==> src/hdl/alc_pkg.sv <==
`default_nettype none

package alc_pkg;

    // lane count of both source vectors and of both results
    localparam int LANES = 4;
    // width of a lane count that can hold LANES itself
    localparam int CNT_W = $clog2(LANES + 1);
    // width of a lane index
    localparam int IDX_W = $clog2(LANES);

    typedef logic [LANES-1:0] t_pred;
    typedef logic [CNT_W-1:0] t_cnt;
    typedef logic [IDX_W-1:0] t_idx;

endpackage

`default_nettype wire

==> src/hdl/active_lane_consolidate_core.sv <==
`default_nettype none

// Active lane consolidation of two four-lane vectors. A transaction is taken on
// every cycle in which start is high; busy never rises, so one transaction per
// cycle is sustained. The result appears on the o_ ports once its transaction
// has passed the input register and then the result register, with the
// consolidation logic between them, and is marked by o_valid for exactly one
// cycle. The receiver cannot stall the block and must take every result as it
// comes. o_packed_lane* holds A's active lanes, then B's active lanes, then
// all-ones fill; o_rest_lane* holds A's inactive lanes, then the sequence of
// B's active and inactive lanes from the lane where A's inactive lanes end.
module active_lane_consolidate_core #(
    parameter int LANE_BITS = 32
) (
    input  wire                        i_clk,
    input  wire                        i_rst_n,
    input  wire                        start,
    output logic                       busy,
    input  wire signed [LANE_BITS-1:0] i_vec_a_lane0,
    input  wire signed [LANE_BITS-1:0] i_vec_a_lane1,
    input  wire signed [LANE_BITS-1:0] i_vec_a_lane2,
    input  wire signed [LANE_BITS-1:0] i_vec_a_lane3,
    input  wire signed [LANE_BITS-1:0] i_vec_b_lane0,
    input  wire signed [LANE_BITS-1:0] i_vec_b_lane1,
    input  wire signed [LANE_BITS-1:0] i_vec_b_lane2,
    input  wire signed [LANE_BITS-1:0] i_vec_b_lane3,
    input  wire alc_pkg::t_pred        i_mask_a,
    input  wire alc_pkg::t_pred        i_mask_b,
    output logic                       o_valid,
    output logic signed [LANE_BITS-1:0] o_packed_lane0,
    output logic signed [LANE_BITS-1:0] o_packed_lane1,
    output logic signed [LANE_BITS-1:0] o_packed_lane2,
    output logic signed [LANE_BITS-1:0] o_packed_lane3,
    output logic signed [LANE_BITS-1:0] o_rest_lane0,
    output logic signed [LANE_BITS-1:0] o_rest_lane1,
    output logic signed [LANE_BITS-1:0] o_rest_lane2,
    output logic signed [LANE_BITS-1:0] o_rest_lane3
);

    import alc_pkg::*;

    typedef logic [LANE_BITS-1:0] t_lane;
    typedef t_lane [LANES-1:0]    t_vec;

    // input register
    logic  r_in_valid;
    t_vec  r_vec_a;
    t_vec  r_vec_b;
    t_pred r_mask_a;
    t_pred r_mask_b;

    // result register
    logic  r_out_valid;
    t_vec  r_packed;
    t_vec  r_rest;
    t_vec  n_packed;
    t_vec  n_rest;

    // the block takes a transaction every cycle
    assign busy = 1'b0;

    // input valid
    always_ff @(posedge i_clk) begin
        if (!i_rst_n) begin
            r_in_valid <= 1'b0;
        end else begin
            r_in_valid <= start && !busy;
        end
    end

    // input payload
    always_ff @(posedge i_clk) begin
        if (start && !busy) begin
            r_vec_a  <= {i_vec_a_lane3, i_vec_a_lane2, i_vec_a_lane1, i_vec_a_lane0};
            r_vec_b  <= {i_vec_b_lane3, i_vec_b_lane2, i_vec_b_lane1, i_vec_b_lane0};
            r_mask_a <= i_mask_a;
            r_mask_b <= i_mask_b;
        end
    end

    // consolidation: every source lane knows its slot from a prefix count
    always_comb begin
        t_cnt na;
        t_cnt nb;
        t_cnt k;
        t_cnt act_a;
        t_cnt ina_a;
        t_cnt act_b;
        t_cnt ina_b;
        t_cnt slot;
        t_vec a_ina;
        t_vec bseq;

        na = '0;
        nb = '0;
        for (int i = 0; i < LANES; i++) begin
            na = na + t_cnt'(r_mask_a[i]);
            nb = nb + t_cnt'(r_mask_b[i]);
        end
        k = t_cnt'(LANES) - na;

        n_packed = '1;
        a_ina    = '0;
        bseq     = '0;
        act_a    = '0;
        ina_a    = '0;
        act_b    = '0;
        ina_b    = '0;
        for (int i = 0; i < LANES; i++) begin
            // lanes of A
            if (r_mask_a[i]) begin
                n_packed[act_a[IDX_W-1:0]] = r_vec_a[i];
                act_a = act_a + t_cnt'(1);
            end else begin
                a_ina[ina_a[IDX_W-1:0]] = r_vec_a[i];
                ina_a = ina_a + t_cnt'(1);
            end
            // lanes of B: packed slot after A's actives, sequence slot after B's actives
            if (r_mask_b[i]) begin
                slot = na + act_b;
                if (slot < t_cnt'(LANES)) begin
                    n_packed[slot[IDX_W-1:0]] = r_vec_b[i];
                end
                bseq[act_b[IDX_W-1:0]] = r_vec_b[i];
                act_b = act_b + t_cnt'(1);
            end else begin
                slot = nb + ina_b;
                bseq[slot[IDX_W-1:0]] = r_vec_b[i];
                ina_b = ina_b + t_cnt'(1);
            end
        end

        // rest: A's inactive lanes below k, the B sequence from k on
        for (int j = 0; j < LANES; j++) begin
            n_rest[j] = (t_cnt'(j) < k) ? a_ina[j] : bseq[j];
        end
    end

    // result valid
    always_ff @(posedge i_clk) begin
        if (!i_rst_n) begin
            r_out_valid <= 1'b0;
        end else begin
            r_out_valid <= r_in_valid;
        end
    end

    // result payload
    always_ff @(posedge i_clk) begin
        if (r_in_valid) begin
            r_packed <= n_packed;
            r_rest   <= n_rest;
        end
    end

    assign o_valid        = r_out_valid;
    assign o_packed_lane0 = r_packed[0];
    assign o_packed_lane1 = r_packed[1];
    assign o_packed_lane2 = r_packed[2];
    assign o_packed_lane3 = r_packed[3];
    assign o_rest_lane0   = r_rest[0];
    assign o_rest_lane1   = r_rest[1];
    assign o_rest_lane2   = r_rest[2];
    assign o_rest_lane3   = r_rest[3];

    // every result comes from a transaction held in the input register
    a_out_from_in: assert property (@(posedge i_clk) disable iff (!i_rst_n)
        r_out_valid |-> $past(r_in_valid))
        else $error("result without a transaction");

    // with no active lane anywhere the first and last packed lanes are all fill
    a_all_fill: assert property (@(posedge i_clk) disable iff (!i_rst_n)
        r_out_valid && ($past(r_mask_a) == '0) && ($past(r_mask_b) == '0)
            |-> (&r_packed[0]) && (&r_packed[LANES-1]))
        else $error("packed vector not filled");

    // with A fully inactive the first and last rest lanes are A's lanes unchanged
    a_rest_is_a: assert property (@(posedge i_clk) disable iff (!i_rst_n)
        r_out_valid && ($past(r_mask_a) == '0)
            |-> (r_rest[0] == $past(r_vec_a[0])) && (r_rest[LANES-1] == $past(r_vec_a[LANES-1])))
        else $error("rest vector does not match inactive A");

    // with A fully active the first and last packed lanes are A's lanes unchanged
    a_packed_is_a: assert property (@(posedge i_clk) disable iff (!i_rst_n)
        r_out_valid && ($past(r_mask_a) == '1)
            |-> (r_packed[0] == $past(r_vec_a[0])) && (r_packed[LANES-1] == $past(r_vec_a[LANES-1])))
        else $error("packed vector does not match active A");

endmodule

`default_nettype wire
==> config.mk <==
export PLATFORM = sky130hd
export DESIGN_NAME = active_lane_consolidate_core
export DESIGN_NICKNAME = d
export VERILOG_FILES = /design/src/hdl/alc_pkg.sv /design/src/hdl/active_lane_consolidate_core.sv
export SDC_FILE = /design/constraint.sdc
export NUM_CORES = 1
export LEC_CHECK = 0
export BUFFER_PORTS_ARGS = -buffer_cell sky130_fd_sc_hd__buf_4
export CAP_MARGIN = 0
export CORE_ASPECT_RATIO = 1.4
export CORE_MARGIN = 3
export CORE_UTILIZATION = 25
export DETAILED_ROUTE_END_ITERATION = 16
export PLACE_DENSITY = 0.42
export SETUP_SLACK_MARGIN = 0.1
export SYNTH_ARGS = -nofsm -noshare
export SYNTH_HDL_FRONTEND = slang
export SYNTH_SLANG_ARGS = --single-unit
==> constraint.sdc <==
create_clock -name i_clk -period 8.2 [get_ports i_clk]
set_clock_uncertainty 0.2 [all_clocks]
set_input_delay 1.64 -clock i_clk [delete_from_list [all_inputs] [get_ports i_clk]]
set_output_delay 1.64 -clock i_clk [all_outputs]
set_load 0.05 [all_outputs]
==> After elaboration in Yosys (flattened, before gate mapping) <==
Index checks and enable logic that the tools add are counted.
{ "totals": {"regBits": 522, "latchBits": 0, "ramBits": 0, "romBits": 0, "input_bits": 267, "output_inout_bits": 258, "mem_count": 0} }
{ "classes": {"addsub": 21, "mul": 0, "n_div": 0, "magnitude_cmp": 42, "eq_ne": 0, "shifts": 0, "n_mux": 87, "bitwise_logic": 1, "reduce_logical": 17} }
{ "op_table": {"columns": ["op", "n"], "rows": [
  ["128-bit two-way mux", 17],
  ["128-bit bitwise mux", 16],
  ["32-bit demux with 2-bit select", 17],
  ["32-bit two-way mux", 24],
  ["128-bit AND", 1],
  ["96-bit two-way mux", 1],
  ["2-bit by 3-bit less-than comparator with 1-bit output, second input constant", 17],
  ["2-bit by 1-bit greater-or-equal comparator with 1-bit output, second input constant", 17],
  ["1-bit logical AND", 17],
  ["3-bit less-than comparator, second input constant", 4],
  ["2-bit two-way mux", 6],
  ["3-bit adder", 3],
  ["1-bit by 1-bit adder with 2-bit output, second input constant", 3],
  ["2-bit by 1-bit adder with 2-bit output, second input constant", 3],
  ["2-bit adder", 3],
  ["3-bit by 1-bit adder with 3-bit output, second input constant", 2],
  ["1-bit by 3-bit less-than comparator with 1-bit output, first input constant", 2],
  ["2-bit by 3-bit less-than comparator with 1-bit output, first input constant", 2],
  ["3-bit two-way mux", 2],
  ["1-bit by 1-bit adder with 2-bit output", 2],
  ["2-bit by 1-bit adder with 2-bit output", 2],
  ["1-bit two-way mux", 4],
  ["2-bit by 1-bit adder with 3-bit output", 1],
  ["3-bit by 1-bit adder with 3-bit output", 1],
  ["3-bit subtractor, first input constant", 1]
]} }

==> Depth between registers and ports, before layout <==
{ "depth": {"ltp_word": 25, "depth_mapped": 17, "mapped_depth_nobuf": 12} }

==> Worst setup path after synthesis <==
Ideal clock, no wire load.
{ "synth_timing": {"kind": "register to register", "start": "reg r_in_valid", "end": "reg r_packed, in the netlist o_packed_lane0[0] (enable)", "setup_time_ns": 0.643, "arrival_ns": 5.895, "required_time_ns": 7.357, "path_slack_ns": 1.462, "path_stages_with_launch": 1, "path_buffers": 0, "period_less_slack_ns": 6.738, "path_cell_list": "dfxtp_1"} }
{ "synth_lines": {"columns": ["element", "line", "rtl"], "rows": [
  ["start: declaration", "active_lane_consolidate_core.sv:46", "logic r_in_valid;"],
  ["start signal: assignment", "active_lane_consolidate_core.sv:67", "r_in_valid <= start && !busy;"],
  ["end signal: assignment", "active_lane_consolidate_core.sv:151", "r_packed <= n_packed;"],
  ["end: declaration", "active_lane_consolidate_core.sv:54", "t_vec r_packed;"]
]} }
No word-level cell between the ends.

==> reports/results.ini <==
[run_status]
outcome=complete, no violations

[final_layout]
finalNetCount=3821
fin_cells=5221
drive_gt1_frac=0.2395
area_growth_pct=23.55
fin_util=0.3123

[logic_synthesis]
synth_cell_types=79
synth_top_area_frac=0.4895
syn_inst=3316
synth.area.top_cells=edfxtp_1 (49%), nor2_1 (5.1%), clkbuf_1 (3.9%)
synth-seq-area-share=0.4908
synth_warnings=0
synth_area_sq_um=31900
synth.most_common_cell=edfxtp_1
synth_area_leader_cell=edfxtp_1
ys_seq_elements=522
synth_edf_count=520
synthTopCellsByCount=edfxtp_1 (520), nor2_1 (437), clkbuf_1 (331)
synth_ff_type=edfxtp_1
synth.avg_cell_area_sq_um=9.619
async_flop_share=0
synth_nets=3606

[placement]
place.gp.congestion=0.9055
port_buffers=523
dp_hpwl_um=124900
dp_cells=5106
pre_cts_ws_ns=2.340

[global_routing]
grt_max_degree=131
antenna_found_initial=7
overflow=0
grt_pass1_wl_um=255200
grt_pass1_vias=30170
track_usage=0.2747

[critical_path]
crit_type=reg2reg
path_cells=clkinv_1, fa_1, inv_1, ha_1, ha_1, inv_1, ha_1, xor2_1, a2111oi_0, a311oi_4, buf_4, o21ai_0, a21oi_1
crit_arrival_ns=6.21
worstPathRequired_ns=8.46
cpPeakStageDelay_ns=1.06
reg2reg_depth=13
slowest_stage=a311oi_4
path_delay_family=compound AO/OA/AOI/OAI gates
path_max_fanout=13
ff2ff_setup_slack_ns=2.25
critPathLaunchType=flip-flop
path_depth=13
end_kind=flip-flop
critPathBufInv=4
crit_top_cell=ha_1

[cts]
cts_max_level=2
cts_tree=done
clk-insertion-delay-late_ns=0.71
cts_buffers=61
post_cts_resize_count=0
postCtsSetupBuffers=0
max-clock-path-buffers=3
clock_sinks=522
path_clk_slew_ns=0.07
root_buffer=clkbuf_16
cts_hold_buf=0

[detailed_routing]
wl_per_cell_um=36.14
antenna_left=0
viasPerCell=6.031
drt_pre_antenna_iters=6
wl_um=188700
drt_iter0_markers=4084
vias=31490
route.detailed.drc=0

[pwr]
power_switching_mw=5.758
p_per_area_nw_per_um2=325.0
swShare=0.4496
p_leak_nw=14.35
p_seq_frac=0.324
ir_drop_v=0.0002029
p_clk_frac=0.238
p_int_mw=7.048
comb_power_share=0.438

[die]
core_region_area_sq_um=126200
start_util=0.2527
dieHeight_um=428.6
io_pins=525
dieArea_sq_um=132000
die_w_um=307.9
rows=154

[sta]
relSlewSlack=0.05635
setup_viol=0
drv_slew=0
fin_crit_ns=5.952
rsz0062_at_grt=no
setup_tns_ns=0
setup_slack_ns=2.248
fin_crit_sh=0.7259
hold_violations=0
fmax_ghz=0.1680
holdWs_ns=0.6034
tightest_slew_ns=1.412

[worst_hold_path]
min_path_cells=2
hold_class=reg2reg

[job]
max-cap-violations=0

-- metrics by stage --
step	power, mW	instance area, sq um
floorplan	7.243	31900
global placement	9.676	37250
detailed placement	9.686	37250
CTS	12.77	39410
global route	13.21	39410
finish	12.81	39410
-- layout by cell type (no fill, tap or decap), types with 33 or more instances in the layout --
cell | Yosys | final
nand2_1 | 322 | 317
a21oi_1 | 132 | 128
nor3b_1 | 35 | 35
o211ai_1 | 67 | 67
a221oi_1 | 95 | 95
a211oi_1 | 104 | 103
o21ai_0 | 122 | 122
a221o_1 | 91 | 91
clkbuf_16 | 0 | 62
nor3_1 | 124 | 120
nor2_1 | 437 | 433
o311ai_0 | 45 | 45
a31o_2 | 47 | 47
buf_4 | 2 | 619
a311oi_1 | 35 | 33
mux2i_1 | 68 | 68
and3_1 | 86 | 85
a31oi_1 | 65 | 64
nand3_1 | 48 | 46
edfxtp_1 | 520 | 520
o221ai_1 | 77 | 77
-- worst reg2reg max path, stage by stage, from the launching register on --
cell,delay [ns]
edfxtp_1,0.64
clkinv_1,0.55
fa_1,0.66
inv_1,0.05
ha_1,0.21
ha_1,0.38
inv_1,0.15
ha_1,0.29
xor2_1,0.64
a2111oi_0,0.24
a311oi_4,1.06
buf_4,0.40
o21ai_0,0.11
a21oi_1,0.21
-- power by group through the flow --
stage / registers (mW) / clock network (mW) / logic [mW]
finish: 4.15 / 3.04 / 5.61
floorplan: 4.68 / 0 / 2.57
global route: 4.16 / 3.21 / 5.84
CTS: 4.14 / 3.11 / 5.53
global placement: 4.20 / 0 / 5.48
detailed placement: 4.18 / 0 / 5.51
-- area by class of cell --
cell class,count,area (sq um)
fillers,13080,86800
flip-flops and latches,522,15660
multi-input cells,2306,14770
repair buffers,622,4702
well taps,1638,2049
clock buffers,76,1624
clock inverters,38,535.5
inverters,18,67.56
diodes,1,2.502
-- sequential cells by signal, indices dropped and copies added, names as in the netlist, 32 cells and up --
name / count
o_rest_lane2: 32
o_rest_lane3: 32
r_vec_b: 128
o_rest_lane0: 32
r_vec_a: 128
o_packed_lane0: 32
o_packed_lane3: 32
o_rest_lane1: 32
o_packed_lane2: 32
o_packed_lane1: 32
-- cells by family after synthesis --
family,count (synthesis),synth area share
flip-flops,522,0.4908
other,1,0.0001176
adder cells (fa/ha/maj),23,0.01020
XOR/XNOR,13,0.006276
AND/OR/NAND/NOR,1165,0.1654
multiplexers,68,0.02134
buffers and inverters,488,0.06033
AO/OA/AOI/OAI,1036,0.2456
-- final timing paths --
kind,start,to
setup / recovery,r_mask_a[3],o_rest_lane3[0]
hold / removal,r_vec_b[98],o_rest_lane1[2]
setup reg to reg,r_mask_a[3],o_rest_lane3[0]
hold reg to reg,r_vec_b[98],o_rest_lane1[2]
-- per-layer routing --
layer / global-route usage / part of all wire
met1: 0.3476 / 0.39
met2: 0.4413 / 0.46
met3: 0.05492 / 0.090
met4: 0.1437 / 0.062
met5: 0 / 0.00013
No activity file was read; power rests on OpenSTA's default activity.
